`src/design/sttc_pkg.sv`:
```
// Shared widths, register codes, command types and fixed-point helpers for the tone control.
package sttc_pkg;

  localparam int SAMPLE_W   = 24;
  localparam int STATE_W    = 40;
  localparam int COEF_W     = 32;
  localparam int GAIN_W     = 24;
  localparam int CFG_W      = 32;
  localparam int CFG_IDX_W  = 3;
  localparam int COEF_SHIFT = 28;
  localparam int GAIN_SHIFT = 20;
  localparam int FRAC_SHIFT = (STATE_W - 4) - (SAMPLE_W - 1);
  localparam int SPLIT_W    = 32;
  localparam int HI_W       = STATE_W - SPLIT_W;
  localparam int PL_W       = SPLIT_W + 1 + COEF_W;
  localparam int PH_W       = HI_W + COEF_W;
  localparam int PROD_W     = STATE_W + COEF_W;
  localparam int MUL_W      = STATE_W + 6;
  localparam int WIDE_W     = MUL_W + 4;
  localparam int STEP_W     = 4;

  localparam logic signed [COEF_W-1:0] RST_TREBLE_B0 = 32'sd14776700;
  localparam logic signed [COEF_W-1:0] RST_TREBLE_A1 = -32'sd250378000;
  localparam logic signed [COEF_W-1:0] RST_TREBLE_A2 = 32'sd41048600;
  localparam logic signed [COEF_W-1:0] RST_BASS_B0   = 32'sd27458000;
  localparam logic signed [COEF_W-1:0] RST_BASS_A1   = -32'sd49118000;
  localparam logic signed [COEF_W-1:0] RST_BASS_A2   = -32'sd109487000;
  localparam logic [GAIN_W-1:0]        RST_GAIN      = 24'd1048576;

  typedef enum logic [CFG_IDX_W-1:0] {
    REG_TREBLE_B0   = 3'd0,
    REG_TREBLE_A1   = 3'd1,
    REG_TREBLE_A2   = 3'd2,
    REG_BASS_B0     = 3'd3,
    REG_BASS_A1     = 3'd4,
    REG_BASS_A2     = 3'd5,
    REG_TREBLE_GAIN = 3'd6,
    REG_BASS_GAIN   = 3'd7
  } cfg_reg_t;

  typedef enum logic [2:0] {
    OP_TB0 = 3'd0,
    OP_BB0 = 3'd1,
    OP_TA1 = 3'd2,
    OP_TA2 = 3'd3,
    OP_BA1 = 3'd4,
    OP_BA2 = 3'd5,
    OP_TG  = 3'd6,
    OP_BG  = 3'd7
  } mul_op_t;

  typedef struct packed {
    logic signed [COEF_W-1:0] t_b0;
    logic signed [COEF_W-1:0] t_a1;
    logic signed [COEF_W-1:0] t_a2;
    logic signed [COEF_W-1:0] b_b0;
    logic signed [COEF_W-1:0] b_a1;
    logic signed [COEF_W-1:0] b_a2;
    logic [GAIN_W-1:0]        t_gain;
    logic [GAIN_W-1:0]        b_gain;
  } coef_t;

  typedef struct packed {
    logic    load_in;
    mul_op_t op;
    logic    wr_pt;
    logic    wr_pb;
    logic    wr_tb;
    logic    wr_s1t;
    logic    wr_s2t;
    logic    wr_s1b;
    logic    wr_s2b;
    logic    wr_tg;
    logic    wr_res;
    logic    swap;
    logic    load_out;
  } cmd_t;

  function automatic logic signed [STATE_W-1:0] sat_st(input logic signed [WIDE_W-1:0] v);
    logic [WIDE_W-STATE_W:0] top;
    top = v[WIDE_W-1:STATE_W-1];
    if (top == '0 || top == '1) begin
      return v[STATE_W-1:0];
    end else if (v[WIDE_W-1]) begin
      return {1'b1, {(STATE_W-1){1'b0}}};
    end else begin
      return {1'b0, {(STATE_W-1){1'b1}}};
    end
  endfunction

  function automatic logic signed [WIDE_W-1:0] wext(input logic signed [STATE_W-1:0] v);
    return {{(WIDE_W-STATE_W){v[STATE_W-1]}}, v};
  endfunction

  function automatic logic signed [WIDE_W-1:0] mext(input logic signed [MUL_W-1:0] v);
    return {{(WIDE_W-MUL_W){v[MUL_W-1]}}, v};
  endfunction

  function automatic logic signed [SAMPLE_W-1:0] to_sample(input logic signed [STATE_W-1:0] v);
    logic signed [STATE_W-1:0] t;
    logic [STATE_W-SAMPLE_W:0] top;
    t   = v >>> FRAC_SHIFT;
    top = t[STATE_W-1:SAMPLE_W-1];
    if (top == '0 || top == '1) begin
      return t[SAMPLE_W-1:0];
    end else if (t[STATE_W-1]) begin
      return {1'b1, {(SAMPLE_W-1){1'b0}}};
    end else begin
      return {1'b0, {(SAMPLE_W-1){1'b1}}};
    end
  endfunction

endpackage

```
`src/design/sttc_cfg.sv`:
```
// Coefficient and gain register bank, written through the configuration port.
module sttc_cfg (
  input  logic                           clk,
  input  logic                           rst,
  input  logic                           cfg_we,
  input  logic [sttc_pkg::CFG_IDX_W-1:0] cfg_index,
  input  logic [sttc_pkg::CFG_W-1:0]     cfg_data,
  output sttc_pkg::coef_t                coef
);
  import sttc_pkg::*;

  always_ff @(posedge clk) begin
    if (rst) begin
      coef.t_b0   <= RST_TREBLE_B0;
      coef.t_a1   <= RST_TREBLE_A1;
      coef.t_a2   <= RST_TREBLE_A2;
      coef.b_b0   <= RST_BASS_B0;
      coef.b_a1   <= RST_BASS_A1;
      coef.b_a2   <= RST_BASS_A2;
      coef.t_gain <= RST_GAIN;
      coef.b_gain <= RST_GAIN;
    end else if (cfg_we) begin
      case (cfg_index)
        REG_TREBLE_B0:   coef.t_b0   <= cfg_data[COEF_W-1:0];
        REG_TREBLE_A1:   coef.t_a1   <= cfg_data[COEF_W-1:0];
        REG_TREBLE_A2:   coef.t_a2   <= cfg_data[COEF_W-1:0];
        REG_BASS_B0:     coef.b_b0   <= cfg_data[COEF_W-1:0];
        REG_BASS_A1:     coef.b_a1   <= cfg_data[COEF_W-1:0];
        REG_BASS_A2:     coef.b_a2   <= cfg_data[COEF_W-1:0];
        REG_TREBLE_GAIN: coef.t_gain <= cfg_data[GAIN_W-1:0];
        REG_BASS_GAIN:   coef.b_gain <= cfg_data[GAIN_W-1:0];
        default: ;
      endcase
    end
  end

endmodule

```
`config.mk`:
```
export PLATFORM = sky130hd
export DESIGN_NAME = sttc_cfg
export DESIGN_NICKNAME = d
export VERILOG_FILES = /design/src/design/sttc_pkg.sv /design/src/design/sttc_cfg.sv
export SDC_FILE = /design/constraint.sdc
export NUM_CORES = 1
export LEC_CHECK = 0
export BUFFER_PORTS_ARGS = -buffer_cell sky130_fd_sc_hd__buf_2
export CORE_ASPECT_RATIO = 1.5
export CORE_UTILIZATION = 55
export DETAILED_ROUTE_END_ITERATION = 12
export PLACE_DENSITY = 0.95
export REMOVE_ABC_BUFFERS = 1
export SYNTH_ARGS = -nofsm -noshare
export SYNTH_HDL_FRONTEND = slang
export SYNTH_SLANG_ARGS = --single-unit
```
`constraint.sdc`:
```
create_clock -name clk -period 3.2 [get_ports clk]
set_input_delay 0.48 -clock clk [delete_from_list [all_inputs] [get_ports clk]]
set_output_delay 0.48 -clock clk [all_outputs]
set_load 0.03 [all_outputs]
```
## Word-level counts from Yosys, hierarchy flattened

Index checks and enable logic that the tools add are counted.

- Add/sub/neg operators: 0
- Multipliers: 0
- Div/mod/pow operators: 0
- Magnitude comparators: 0
- Equality and inequality tests: 7
- Shift-type cells: 0
- Muxes and demuxes: 0
- Bitwise gates (word level): 0
- Reduce and logical (&&, ||, !) cells: 9

Operators by type and width:

| cell | number |
|---|---|
| $reduce_and A2 Y1 | 8 |
| $eq A3 B3 Y1 const B | 4 |
| $eq A3 B2 Y1 const B | 2 |
| $eq A3 B1 Y1 const B | 1 |
| $logic_not A3 Y1 | 1 |

- Flip-flop bits (word level): 240
- Bits in latches: 0
- RAM bits: 0
- Bits in read-only memories: 0
- Input bits: 38
- Word-level logic and storage cells: 24
- Memories: 0

## Logic depth before layout (Yosys ltp)

- Depth in word-level cells: 2
- Mapped depth: 6

## Least setup slack after synthesis

No wires, ideal clock.

- Path type: input to register
- Start point: in cfg_index[1] (netlist name)
- End point: reg coef[229] (netlist name)
- Setup time: 126 ps
- Arrival time: 1538 ps
- Setup slack: 1536 ps
- Stages on the path: 5
- Path buffers: 3
- Cells stage by stage: buf_2 or4b_1 buf_6 buf_6 mux2i_1

- Longest elaborated chain between the ends: 2

RTL lines:

| element | RTL line | RTL |
|---|---|---|
| start, declared | sttc_cfg.sv:6 | `input logic [sttc_pkg::CFG_IDX_W-1:0] cfg_index,` |
| $logic_not A3 Y1 | sttc_cfg.sv:23 | `case (cfg_index)` |
| $reduce_and A2 Y1 (no source line) | -- |  |
| end, declared | sttc_cfg.sv:8 | `output sttc_pkg::coef_t coef` |

No other way between the ends.
A chain may end at the register's enable or synchronous reset.

## Worst setup path in the final report

- Start point: in cfg_index[2] (netlist name)
- End point: reg coef[44] (netlist name)

- Longest elaborated chain between the ends: 2

RTL lines:

| element | RTL line |
|---|---|
| $eq A3 B3 Y1 | sttc_cfg.sv:23 |
| $reduce_and A2 Y1 (no source line) | -- |

No other way between the ends.

==> insert_results.sql <==
INSERT INTO impl_metrics (metric_group, metric, value, unit) VALUES
('flow_run', 'maxCapViolCount', '0', ''),
('detailed_routing', 'via_count', '6916', ''),
('layout', 'post-route-cell-area', '0.0114', 'sq mm'),
('layout', 'final_cell_count_no_fill', '1327', ''),
('place', 'place.gp.congestion', '0.839', ''),
('cts', 'cts_hold_buffers', '0', ''),
('layout', 'regMostFlops', 'coef', ''),
('sta', 'tightest_slew', '1.09', 'ns'),
('setup_path', 'cp_max_fo', '15', ''),
('synth', 'syn_inst', '861', ''),
('setup_path', 'critical_path.cell_chain', 'buf_2, nand4b_1, buf_12, mux2i_1', ''),
('detailed_routing', 'detail_route.drc_violations', '0', ''),
('power_and_ir_drop', 'power-per-cell-area', '533', 'mW/mm^2'),
('worst_hold_path', 'min_path_type', 'in2reg', ''),
('detailed_routing', 'initial_drc_count', '391', ''),
('setup_path', 'max_stage_delay', '0.76', 'ns'),
('cts', 'cts_tree', 'built', ''),
('global_routing', 'grt.total_usage', '26.4', '%'),
('setup_path', 'start_kind', 'primary input', ''),
('sta', 'finalSetupTns', '0', 'ns'),
('sta', 'slew_viol_final', '0', ''),
('synth', 'yosys_register_bits', '240', ''),
('power_and_ir_drop', 'ir_drop', '424', 'uV'),
('sta', 'period_needed', '1.77', 'ns'),
('global_routing', 'globalRoute.totalOverflow', '0', ''),
('sta', 'number_of_hold_violations_in_the_final_report', '0', ''),
('synth', 'proportion_of_register_bits_with_asynchronous_set_or_reset_after_synthesis', '0', '%'),
('die', 'die_h', '161', 'um'),
('layout', 'design.final.nets', '1147', ''),
('layout', 'multi_input_comb_area', '0.00417', 'sq mm'),
('layout', 'synthToLayoutAreaGrowth', '23.6', '%'),
('sta', 'grt_setup_unrepaired', 'false', ''),
('synth', 'synth.distinct_cells', '17', ''),
('cts', 'worst_setup_hold_path_clk_slew', '0.06', 'ns'),
('global_routing', 'antenna_found_initial', '0', ''),
('sta', 'worst_clock_skew', '0', 'ns'),
('cts', 'cts_max_path_buffers', '3', ''),
('layout', 'register_area', '0.00480', 'sq mm'),
('layout', 'insertedDiodeCount', '0', ''),
('place', 'dp_hpwl', '16200', 'um'),
('sta', 'final_min_period_over_clock_period', '55.3', '%'),
('synth', 'post_synth_main_area_contributors', 'sky130_fd_sc_hd__dfxtp_1 (52%), sky130_fd_sc_hd__mux2i_1 (26%), sky130_fd_sc_hd__nand2b_1 (13%)', ''),
('synth', 'synth_top_cell_area_share', '51.9', '%'),
('setup_path', 'critical_path_required', '3.54', 'ns'),
('die', 'row_count', '57', ''),
('layout', 'drive_above_1_share', '29.2', '%'),
('die', 'die_w', '108', 'um'),
('cts', 'cts.htree.levels', '1', ''),
('sta', 'setup_viol', '0', ''),
('run_status', 'outcome', 'finished clean', ''),
('cts', 'cts-root-buf', 'sky130_fd_sc_hd__clkbuf_16', ''),
('setup_path', 'critical_path_s_top_delay_family', 'simple AND/OR/NAND/NOR gates', ''),
('global_routing', 'grt_pass1_vias', '6921', ''),
('power_and_ir_drop', 'p_leak', '5.86', 'nW'),
('synth', 'synth-seq-area-share', '51.9', '%'),
('cts', 'numClockSinks', '240', ''),
('die', 'core-area', '0.0163', 'sq mm'),
('setup_path', 'worst-endpoint-arrival', '2.11', 'ns'),
('detailed_routing', 'route.antenna.remaining_nets', '0', ''),
('setup_path', 'worstPathBufferInverterCount', '2', ''),
('synth', 'synth.cell_area', '0.00925', 'sq mm'),
('global_routing', 'first_pass_grt_wire_length', '35800', 'um'),
('detailed_routing', 'drt_pass1_iterations', '5', ''),
('layout', 'final.fill_count', '1181', ''),
('layout', 'largest_reg_flops', '240', ''),
('place', 'place.port_buffers', '277', ''),
('detailed_routing', 'avgRoutedWirePerCell', '17.7', 'um'),
('cts', 'cts_buffers', '21', ''),
('global_routing', 'largest_net_degree_at_the_start_of_global_routing', '75', ''),
('synth', 'yosys_warnings', '0', ''),
('place', 'placed_cells', '1292', '');
==> where the power goes <==
group / switching [mW] / internal (mW) / leakage [nW]
sequential: 0.0346 / 3.05 / 1.95
combinational: 0.351 / 0.188 / 3.59
clock: 1.06 / 1.40 / 0.323
==> cell families after synthesis <==
| kind of cell | share of synthesized area (%) |
|---|---|
| simple gates | 18.6 |
| mux | 26.0 |
| flops | 51.9 |
| buf+inv | 3.49 |
==> final cells by class <==
type | count | share of cell area [%]
flip-flops and latches | 240 | 42.0
multi-input cells | 554 | 36.5
repair buffers | 292 | 13.5
clock buffers | 31 | 5.36
well taps | 206 | 2.25
clock inverters | 4 | 0.416
==> stage by stage <==
stage	setup slack (ns)	hold slack, ns	util (%)	power [mW]
2_1_floorplan	-1.14	0.595	-	3.48
3_3_place_gp	0.972	0.456	66.0	3.68
3_5_place_dp	0.927	0.461	66.0	3.69
4_1_cts	1.44	0.256	70.0	6.12
5_1_grt	1.38	0.271	70.0	6.29
6_report	1.43	0.269	70.0	6.09
==> tightest hold or removal path, stage by stage <==
cell	delay, ns
sky130_fd_sc_hd__buf_2	0.09
sky130_fd_sc_hd__nor2_1	0.04
sky130_fd_sc_hd__mux2i_1	0.10
==> routing by layer <==
| layer | part of all wire [%] | global-route usage, % |
|---|---|---|
| met5 | 0 | 0 |
| met3 | 4.3 | 4.02 |
| met2 | 52 | 48.3 |
| met1 | 39 | 29.2 |
| met4 | 4.8 | 13.0 |
==> final timing paths <==
path / startpoint / endpoint / slack, ns / cells after the start
hold / removal: cfg_data[26] / coef[106]$_SDFFE_PP1P_ / 0.27 / 3
hold reg to reg: coef[208]$_SDFFE_PP0P_ / coef[208]$_SDFFE_PP0P_ / 0.47 / 2
setup / recovery: cfg_index[2] / coef[44]$_SDFFE_PP1P_ / 1.43 / 4
setup reg to reg: coef[152]$_SDFFE_PP0P_ / coef[152]$_SDFFE_PP0P_ / 2.47 / 2
==> layout by cell type, fill, tap and decap left out <==
cell type                    instances
sky130_fd_sc_hd__bufinv_16           1
sky130_fd_sc_hd__buf_2             276
sky130_fd_sc_hd__clkinvlp_4          1
sky130_fd_sc_hd__clkbuf_16          21
sky130_fd_sc_hd__clkbuf_8            5
sky130_fd_sc_hd__clkbuf_1            5
sky130_fd_sc_hd__buf_12              3
sky130_fd_sc_hd__and4bb_2            1
sky130_fd_sc_hd__and4b_1             1
sky130_fd_sc_hd__nand4bb_1           1
sky130_fd_sc_hd__clkinv_2            2
sky130_fd_sc_hd__buf_6               1
sky130_fd_sc_hd__nor2_1            115
sky130_fd_sc_hd__mux2i_1           240
sky130_fd_sc_hd__nor4b_2             1
sky130_fd_sc_hd__nand4_1             1
sky130_fd_sc_hd__buf_4              12
sky130_fd_sc_hd__nand2b_1          186
sky130_fd_sc_hd__nand4b_1            3
sky130_fd_sc_hd__nor4bb_4            1
sky130_fd_sc_hd__dfxtp_1           240
sky130_fd_sc_hd__nand4bb_4           1
sky130_fd_sc_hd__nand4bb_2           1
sky130_fd_sc_hd__nor4bb_1            1
sky130_fd_sc_hd__or4b_1              1
No activity file was read; power rests on OpenSTA's default activity.
