<file path="config.mk">
export PLATFORM = sky130hd
export DESIGN_NAME = sttc_ctrl
export DESIGN_NICKNAME = d
export VERILOG_FILES = /design/src/design/sttc_pkg.sv /design/src/design/sttc_ctrl.sv
export SDC_FILE = /design/constraint.sdc
export NUM_CORES = 1
export LEC_CHECK = 0
export BUFFER_PORTS_ARGS = -buffer_cell sky130_fd_sc_hd__buf_2
export CELL_PAD_IN_SITES_DETAIL_PLACEMENT = 1
export CELL_PAD_IN_SITES_GLOBAL_PLACEMENT = 1
export CORE_ASPECT_RATIO = 1.2
export CORE_MARGIN = 10
export CORE_UTILIZATION = 35
export CTS_CLUSTER_SIZE = 30
export DETAILED_ROUTE_END_ITERATION = 6
export PLACE_DENSITY = 0.74
export SLEW_MARGIN = 20
export SYNTH_ARGS = -nofsm -noshare
export SYNTH_HDL_FRONTEND = slang
export SYNTH_SLANG_ARGS = --single-unit
</file>
<file path="constraint.sdc">
create_clock -name clk -period 1.76 [get_ports clk]
set_input_delay 0.176 -clock clk [delete_from_list [all_inputs] [get_ports clk]]
set_output_delay 0.176 -clock clk [all_outputs]
set_load 0.03 [all_outputs]
</file>
<file path="src/design/sttc_pkg.sv">
// Shared widths, register codes, command types and fixed-point helpers for the tone control.
package sttc_pkg;

  localparam int SAMPLE_W   = 24;
  localparam int STATE_W    = 40;
  localparam int COEF_W     = 32;
  localparam int GAIN_W     = 24;
  localparam int CFG_W      = 32;
  localparam int CFG_IDX_W  = 3;
  localparam int COEF_SHIFT = 28;
  localparam int GAIN_SHIFT = 20;
  localparam int FRAC_SHIFT = (STATE_W - 4) - (SAMPLE_W - 1);
  localparam int SPLIT_W    = 32;
  localparam int HI_W       = STATE_W - SPLIT_W;
  localparam int PL_W       = SPLIT_W + 1 + COEF_W;
  localparam int PH_W       = HI_W + COEF_W;
  localparam int PROD_W     = STATE_W + COEF_W;
  localparam int MUL_W      = STATE_W + 6;
  localparam int WIDE_W     = MUL_W + 4;
  localparam int STEP_W     = 4;

  localparam logic signed [COEF_W-1:0] RST_TREBLE_B0 = 32'sd14776700;
  localparam logic signed [COEF_W-1:0] RST_TREBLE_A1 = -32'sd250378000;
  localparam logic signed [COEF_W-1:0] RST_TREBLE_A2 = 32'sd41048600;
  localparam logic signed [COEF_W-1:0] RST_BASS_B0   = 32'sd27458000;
  localparam logic signed [COEF_W-1:0] RST_BASS_A1   = -32'sd49118000;
  localparam logic signed [COEF_W-1:0] RST_BASS_A2   = -32'sd109487000;
  localparam logic [GAIN_W-1:0]        RST_GAIN      = 24'd1048576;

  typedef enum logic [CFG_IDX_W-1:0] {
    REG_TREBLE_B0   = 3'd0,
    REG_TREBLE_A1   = 3'd1,
    REG_TREBLE_A2   = 3'd2,
    REG_BASS_B0     = 3'd3,
    REG_BASS_A1     = 3'd4,
    REG_BASS_A2     = 3'd5,
    REG_TREBLE_GAIN = 3'd6,
    REG_BASS_GAIN   = 3'd7
  } cfg_reg_t;

  typedef enum logic [2:0] {
    OP_TB0 = 3'd0,
    OP_BB0 = 3'd1,
    OP_TA1 = 3'd2,
    OP_TA2 = 3'd3,
    OP_BA1 = 3'd4,
    OP_BA2 = 3'd5,
    OP_TG  = 3'd6,
    OP_BG  = 3'd7
  } mul_op_t;

  typedef struct packed {
    logic signed [COEF_W-1:0] t_b0;
    logic signed [COEF_W-1:0] t_a1;
    logic signed [COEF_W-1:0] t_a2;
    logic signed [COEF_W-1:0] b_b0;
    logic signed [COEF_W-1:0] b_a1;
    logic signed [COEF_W-1:0] b_a2;
    logic [GAIN_W-1:0]        t_gain;
    logic [GAIN_W-1:0]        b_gain;
  } coef_t;

  typedef struct packed {
    logic    load_in;
    mul_op_t op;
    logic    wr_pt;
    logic    wr_pb;
    logic    wr_tb;
    logic    wr_s1t;
    logic    wr_s2t;
    logic    wr_s1b;
    logic    wr_s2b;
    logic    wr_tg;
    logic    wr_res;
    logic    swap;
    logic    load_out;
  } cmd_t;

  function automatic logic signed [STATE_W-1:0] sat_st(input logic signed [WIDE_W-1:0] v);
    logic [WIDE_W-STATE_W:0] top;
    top = v[WIDE_W-1:STATE_W-1];
    if (top == '0 || top == '1) begin
      return v[STATE_W-1:0];
    end else if (v[WIDE_W-1]) begin
      return {1'b1, {(STATE_W-1){1'b0}}};
    end else begin
      return {1'b0, {(STATE_W-1){1'b1}}};
    end
  endfunction

  function automatic logic signed [WIDE_W-1:0] wext(input logic signed [STATE_W-1:0] v);
    return {{(WIDE_W-STATE_W){v[STATE_W-1]}}, v};
  endfunction

  function automatic logic signed [WIDE_W-1:0] mext(input logic signed [MUL_W-1:0] v);
    return {{(WIDE_W-MUL_W){v[MUL_W-1]}}, v};
  endfunction

  function automatic logic signed [SAMPLE_W-1:0] to_sample(input logic signed [STATE_W-1:0] v);
    logic signed [STATE_W-1:0] t;
    logic [STATE_W-SAMPLE_W:0] top;
    t   = v >>> FRAC_SHIFT;
    top = t[STATE_W-1:SAMPLE_W-1];
    if (top == '0 || top == '1) begin
      return t[SAMPLE_W-1:0];
    end else if (t[STATE_W-1]) begin
      return {1'b1, {(SAMPLE_W-1){1'b0}}};
    end else begin
      return {1'b0, {(SAMPLE_W-1){1'b1}}};
    end
  endfunction

endpackage

</file>
<file path="src/design/sttc_ctrl.sv">
// Sequencer: request handshake and the per-sample step schedule driving both lanes.
module sttc_ctrl (
  input  logic           clk,
  input  logic           rst,
  input  logic           in_valid,
  output logic           in_ready,
  output logic           out_valid,
  input  logic           out_ready,
  output sttc_pkg::cmd_t cmd
);
  import sttc_pkg::*;

  typedef enum logic [2:0] {
    S_IDLE = 3'b001,
    S_RUN  = 3'b010,
    S_HOLD = 3'b100
  } state_t;

  localparam logic [STEP_W-1:0] STP_MUL_TB0 = 4'd0;
  localparam logic [STEP_W-1:0] STP_MUL_BB0 = 4'd1;
  localparam logic [STEP_W-1:0] STP_Y_TREB  = 4'd2;
  localparam logic [STEP_W-1:0] STP_Y_BASS  = 4'd3;
  localparam logic [STEP_W-1:0] STP_MUL_TA2 = 4'd4;
  localparam logic [STEP_W-1:0] STP_S1_TREB = 4'd5;
  localparam logic [STEP_W-1:0] STP_S2_TREB = 4'd6;
  localparam logic [STEP_W-1:0] STP_S1_BASS = 4'd7;
  localparam logic [STEP_W-1:0] STP_S2_BASS = 4'd8;
  localparam logic [STEP_W-1:0] STP_TG      = 4'd9;
  localparam logic [STEP_W-1:0] STP_SUM     = 4'd10;

  state_t            state, state_next;
  logic [STEP_W-1:0] step, step_next;
  logic              out_valid_next;

  always_comb begin
    cmd         = '0;
    cmd.op      = OP_TB0;
    cmd.load_in = (state == S_IDLE) && in_valid;
    if (state == S_RUN) begin
      case (step)
        STP_MUL_TB0: cmd.op = OP_TB0;
        STP_MUL_BB0: cmd.op = OP_BB0;
        STP_Y_TREB:  cmd.wr_pt = 1'b1;
        STP_Y_BASS: begin
          cmd.wr_pb = 1'b1;
          cmd.wr_tb = 1'b1;
          cmd.op    = OP_TA1;
        end
        STP_MUL_TA2: cmd.op = OP_TA2;
        STP_S1_TREB: begin
          cmd.wr_s1t = 1'b1;
          cmd.op     = OP_BA1;
        end
        STP_S2_TREB: begin
          cmd.wr_s2t = 1'b1;
          cmd.op     = OP_BA2;
        end
        STP_S1_BASS: begin
          cmd.wr_s1b = 1'b1;
          cmd.op     = OP_TG;
        end
        STP_S2_BASS: begin
          cmd.wr_s2b = 1'b1;
          cmd.op     = OP_BG;
        end
        STP_TG:  cmd.wr_tg = 1'b1;
        STP_SUM: begin
          cmd.wr_res = 1'b1;
          cmd.swap   = 1'b1;
        end
        default: ;
      endcase
    end
    cmd.load_out = (state == S_HOLD) && (!out_valid || out_ready);
  end

  always_comb begin
    state_next = state;
    step_next  = step;
    case (state)
      S_IDLE: begin
        step_next = '0;
        if (in_valid) state_next = S_RUN;
      end
      S_RUN: begin
        if (step == STP_SUM) begin
          state_next = S_HOLD;
        end else begin
          step_next = step + 1'b1;
        end
      end
      S_HOLD: begin
        if (cmd.load_out) state_next = S_IDLE;
      end
      default: state_next = S_IDLE;
    endcase
  end

  always_comb begin
    out_valid_next = out_valid;
    if (cmd.load_out) begin
      out_valid_next = 1'b1;
    end else if (out_ready) begin
      out_valid_next = 1'b0;
    end
  end

  always_ff @(posedge clk) begin
    if (rst) begin
      state     <= S_IDLE;
      step      <= '0;
      out_valid <= 1'b0;
    end else begin
      state     <= state_next;
      step      <= step_next;
      out_valid <= out_valid_next;
    end
  end

  assign in_ready = (state == S_IDLE);

endmodule

</file>
; ---- Word-level counts from Yosys, hierarchy flattened
; Index checks and enable logic that the tools add are counted.
[totals]
register_bits = 8
in_bits = 4
output_inout_bits = 17
elab_cells = 47
[op_classes]
add_sub_neg = 1
n_eq_ne = 17
muxes = 18
reduce_logical = 8
[op_table]
columns = cell, count
row1 = 3-bit case mux with 7 select lines, 1
row2 = 4-bit by 3-bit equality test with 1-bit output (second input constant), 4
row3 = 13-bit two-way mux, 1
row4 = 4-bit equality test (second input constant), 3
row5 = 3-bit two-way mux, 3
row6 = 3-bit case mux with 3 select lines, 1
row7 = 4-bit by 2-bit equality test with 1-bit output (second input constant), 2
row8 = 1-bit two-way mux, 8
row9 = 4-bit case mux with 2 select lines, 1
row10 = 2-bit inequality test (second input constant), 3
row11 = 4-bit by 1-bit adder with 4-bit output (second input constant), 1
row12 = 4-bit by 1-bit equality test with 1-bit output (second input constant), 1
row13 = 2-bit two-way mux, 2
row14 = 4-bit two-way mux, 1
row15 = 2-bit nonzero test, 2
row16 = 3-bit by 1-bit equality test with 1-bit output (second input constant), 1
row17 = 3-bit by 2-bit equality test with 1-bit output (second input constant), 1
row18 = 3-bit equality test (second input constant), 1
row19 = 3-bit AND reduction, 1
row20 = 1-bit logical AND, 2
row21 = 2-bit by 1-bit inequality test with 1-bit output (second input constant), 1
row22 = 2-bit AND reduction, 1
row23 = 1-bit logical NOT, 1
row24 = 1-bit logical OR, 1

; ---- Logic depth before layout (Yosys ltp)
[depth]
word_depth = 5
mapped_depth = 5
depth_no_buf = 5

; ---- Least setup slack after synthesis
; Ideal clock, no wire load.
[synth_timing]
kind = flip-flop to output port
startpoint = register state[0]
endpoint = output cmd[2] (netlist bit)
arrival_time_ps = 1584
setup_slack_ps = 0
stages_incl_launch_ff = 5
path_buffers = 2
cell_sequence = dfxtp_1 buf_4 or3b_4 nor2_1 buf_4
[synth_lines]
columns = element, line_no
row1 = start: declaration, sttc_ctrl.sv:31  ; state_t state, state_next;
row2 = start signal: assignment, sttc_ctrl.sv:114  ; state <= state_next;
row3 = end: declaration, sttc_ctrl.sv:9  ; output sttc_pkg::cmd_t cmd

==> flow_summary.json <==
{
  "synth_top_flop_cell": "dfxtp_1",
  "grt_usage_pct": 10.80,
  "clock_power_share_pct": 33.4,
  "synth_top_family_by_area": "simple AND/OR/NAND/NOR gates",
  "htree_levels": 1,
  "power.internal_w": 0.0002986,
  "num_rows": 17,
  "regToRegSetupSlack_ns": 0.29,
  "synth_area_per_cell_um2": 8.008,
  "hold_viol": 0,
  "endpoint": "cmd[12]",
  "synthesis.nets": 93,
  "fin_skew_ns": 0.004879,
  "grt_antenna_before_repair": 0,
  "nets": 115,
  "drv_slew": 0,
  "clk_latency_ns": 0.25,
  "synth.area.mux_share_pct": 3.125,
  "drc": 0,
  "cp-start-kind": "flop",
  "synth-compound-area-share_pct": 18.38,
  "netlist-cell-type-count": 38,
  "drt_iter0_drc": 5,
  "rr_worst_depth": 5,
  "dp.cells": 120,
  "r2r-end": "step[0]",
  "insertedDiodeCount": 0,
  "utilization_pct": 49.22,
  "cts-buffers-inserted": 3,
  "initial_core_util_pct": 36.78,
  "yosys_warnings": 0,
  "die_y_um": 68.31,
  "clockBufferDepth": 2,
  "slew-limit-headroom_pct": 77.24,
  "power_switching_w": 0.0001203,
  "cp_max_fo": 7,
  "root_buffer": "clkbuf_4",
  "status": "finished, final reports clean",
  "synth-simple-area-share_pct": 36.21,
  "reg2reg_from": "step[0]",
  "grt_pass1_vias": 711,
  "place.gp.congestion": 0.7662,
  "synth_edf_count": 0,
  "worstSetupEndpointType": "output port",
  "synthXorXnorAreaFrac_pct": 1.287,
  "ir_drop_mv": 0.3107,
  "crit_path_start": "step[3]",
  "wl_per_cell_um": 16.81,
  "hpwlAfterDp_mm": 1.528,
  "coreArea_mm2": 0.001851,
  "instances_no_fill": 124,
  "cts_tree": "built",
  "ys_ff_latch": 8,
  "viasPerCell": 5.500,
  "power_density_mw_per_mm2": 459.9,
  "post_route_cells_drive_above_1_share_pct": 49.52,
  "setup_viol": 0,
  "grt_pass1_wl_mm": 3.436,
  "fmax_ghz": 0.5943,
  "clk_pin_slew_ns": 0.06,
  "area_delta_synth_final_pct": 33.82,
  "ys_async_sr_fraction_pct": 0,
  "cp.arrival_ns": 1.51,
  "layout_common_cells": "19 x buf_2, 5 x and3_1",
  "timing.hold.ws_ns": 0.2138,
  "fillCellCount": 242,
  "synth_area_leader_cell": "dfxtp_1",
  "max_slew.worst_pin.slew_ns": 0.3388,
  "postRouteAntennaNets": 0,
  "regArea_um2": 172.7,
  "finalCritPeriodShare_pct": 95.61,
  "first_pass_iters": 3,
  "multi_input_area_um2": 523.0,
  "fin_setup_tns_ns": 0,
  "dieArea_mm2": 0.004116,
  "synth_area_um2": 680.7,
  "final_common_cell": "buf_2",
  "cts.sinks": 8,
  "synthAdderAreaFrac_pct": 7.353,
  "totalWireLength_mm": 2.085,
  "required_ns": 1.58,
  "die_x_um": 60.26,
  "switching_share_pct": 28.72,
  "vias": 682,
  "grt_max_degree": 13,
  "ios": 21,
  "grt_overflow": 0,
  "synth_top_area_share_pct": 23.53,
  "port-buffer-count": 20,
  "cap_violations": 0,
  "path_class": "reg2out",
  "combPwrFrac_pct": 19.9,
  "finalCriticalPeriod_ns": 1.683,
  "p_leak_nw": 0.3806,
  "synthTopCellsByArea": "dfxtp_1 24%, ha_1 7.4%, buf_4 5.5%, and3_1 4.6%, nand3b_1 3.3%",
  "synth_seq_area_share_pct": 23.53,
  "share_seq_of_total_power_pct": 46.7,
  "syn_inst": 85,
  "min_path_type": "in2reg"
}
-- final cells by class --
| type | instances | area share, % |
|---|---|---|
| clock buffer | 3 | 2.473 |
| inverter | 5 | 2.335 |
| multi-input combinational | 64 | 57.42 |
| sequential | 8 | 18.96 |
| tap | 19 | 2.610 |
| timing repair buffer | 25 | 16.21 |
-- worst max-delay path: stages (launching register included) --
cell	delay [ns]
dfxtp_1	0.46
nor2b_1	0.32
nand2_1	0.12
a21oi_1	0.14
buf_2	0.21
-- routing by layer --
layer	up-vias	GRT usage, %	share of wire, %
li1	342	-	-
met1	321	11.01	40
met2	15	19.07	52
met3	4	3.704	5.9
met4	0	5.337	1.9
met5	-	0	0
-- state kept, by name, summed over array words and instances (netlist names) --
name       flops
out_valid      1
state          3
step           4
-- cells by family after synthesis --
kind of cell,count (synthesis)
AOI/OAI and AO/OA,18
muxes,2
adders and majority gates,4
xor gates and xnor gates,1
buffers and inverters,13
and+or+nand+nor,39
DFF,8
-- how the worst min path moves through the flow --
stage | to | slack (ns) | from | cells after the start
3_3_place_gp | state[1] | 0.47 | in_valid | 3
4_1_cts | state[1] | 0.21 | in_valid | 3
5_1_grt | step[1] | 0.22 | rst | 2
3_5_place_dp | state[1] | 0.48 | in_valid | 3
2_1_floorplan | state[1] | 0.34 | in_valid | 2
6_report | step[1] | 0.21 | rst | 2
-- cells in the mapped netlist, drive strengths merged (2+ instances only) --
master,instances
a21oi,4
nor3,4
o21ai,4
nand2b,3
or3b,2
buf,6
clkbuf,2
nand3,2
and2,4
inv,5
nand2,4
dfxtp,8
and3,6
o211ai,3
ha,4
nor2,5
nand3b,3
-- through the flow --
step	area (um2)	power, W	worst slack, ns
2_1_floorplan	683.2	0.0002531	0.03977
3_3_place_gp	787.0	0.0002707	0.2097
3_5_place_dp	787.0	0.0002737	0.1824
4_1_cts	822.0	0.0004206	-0.03091
5_1_grt	910.9	0.0004496	-0.0007654
6_report	910.9	0.0004189	0.07734
-- power groups by stage --
stage / registers [W] / clock network (W) / logic (W)
after floorplan: 0.000192 / 0 / 0.0000614
after global placement: 0.000198 / 0 / 0.0000728
after global routing: 0.000196 / 0.000161 / 0.0000922
after CTS: 0.000196 / 0.000148 / 0.0000760
final: 0.000196 / 0.000140 / 0.0000833
after detailed placement: 0.000199 / 0 / 0.0000745
-- timing repair --
item	4_1_cts	5_1_grt
pin swaps	0	1
hold buffers	0	0
buffers inserted	0	1
resized for setup	4	24
setup endpoints to repair	6	9
(Power assumes the default switching activity.)
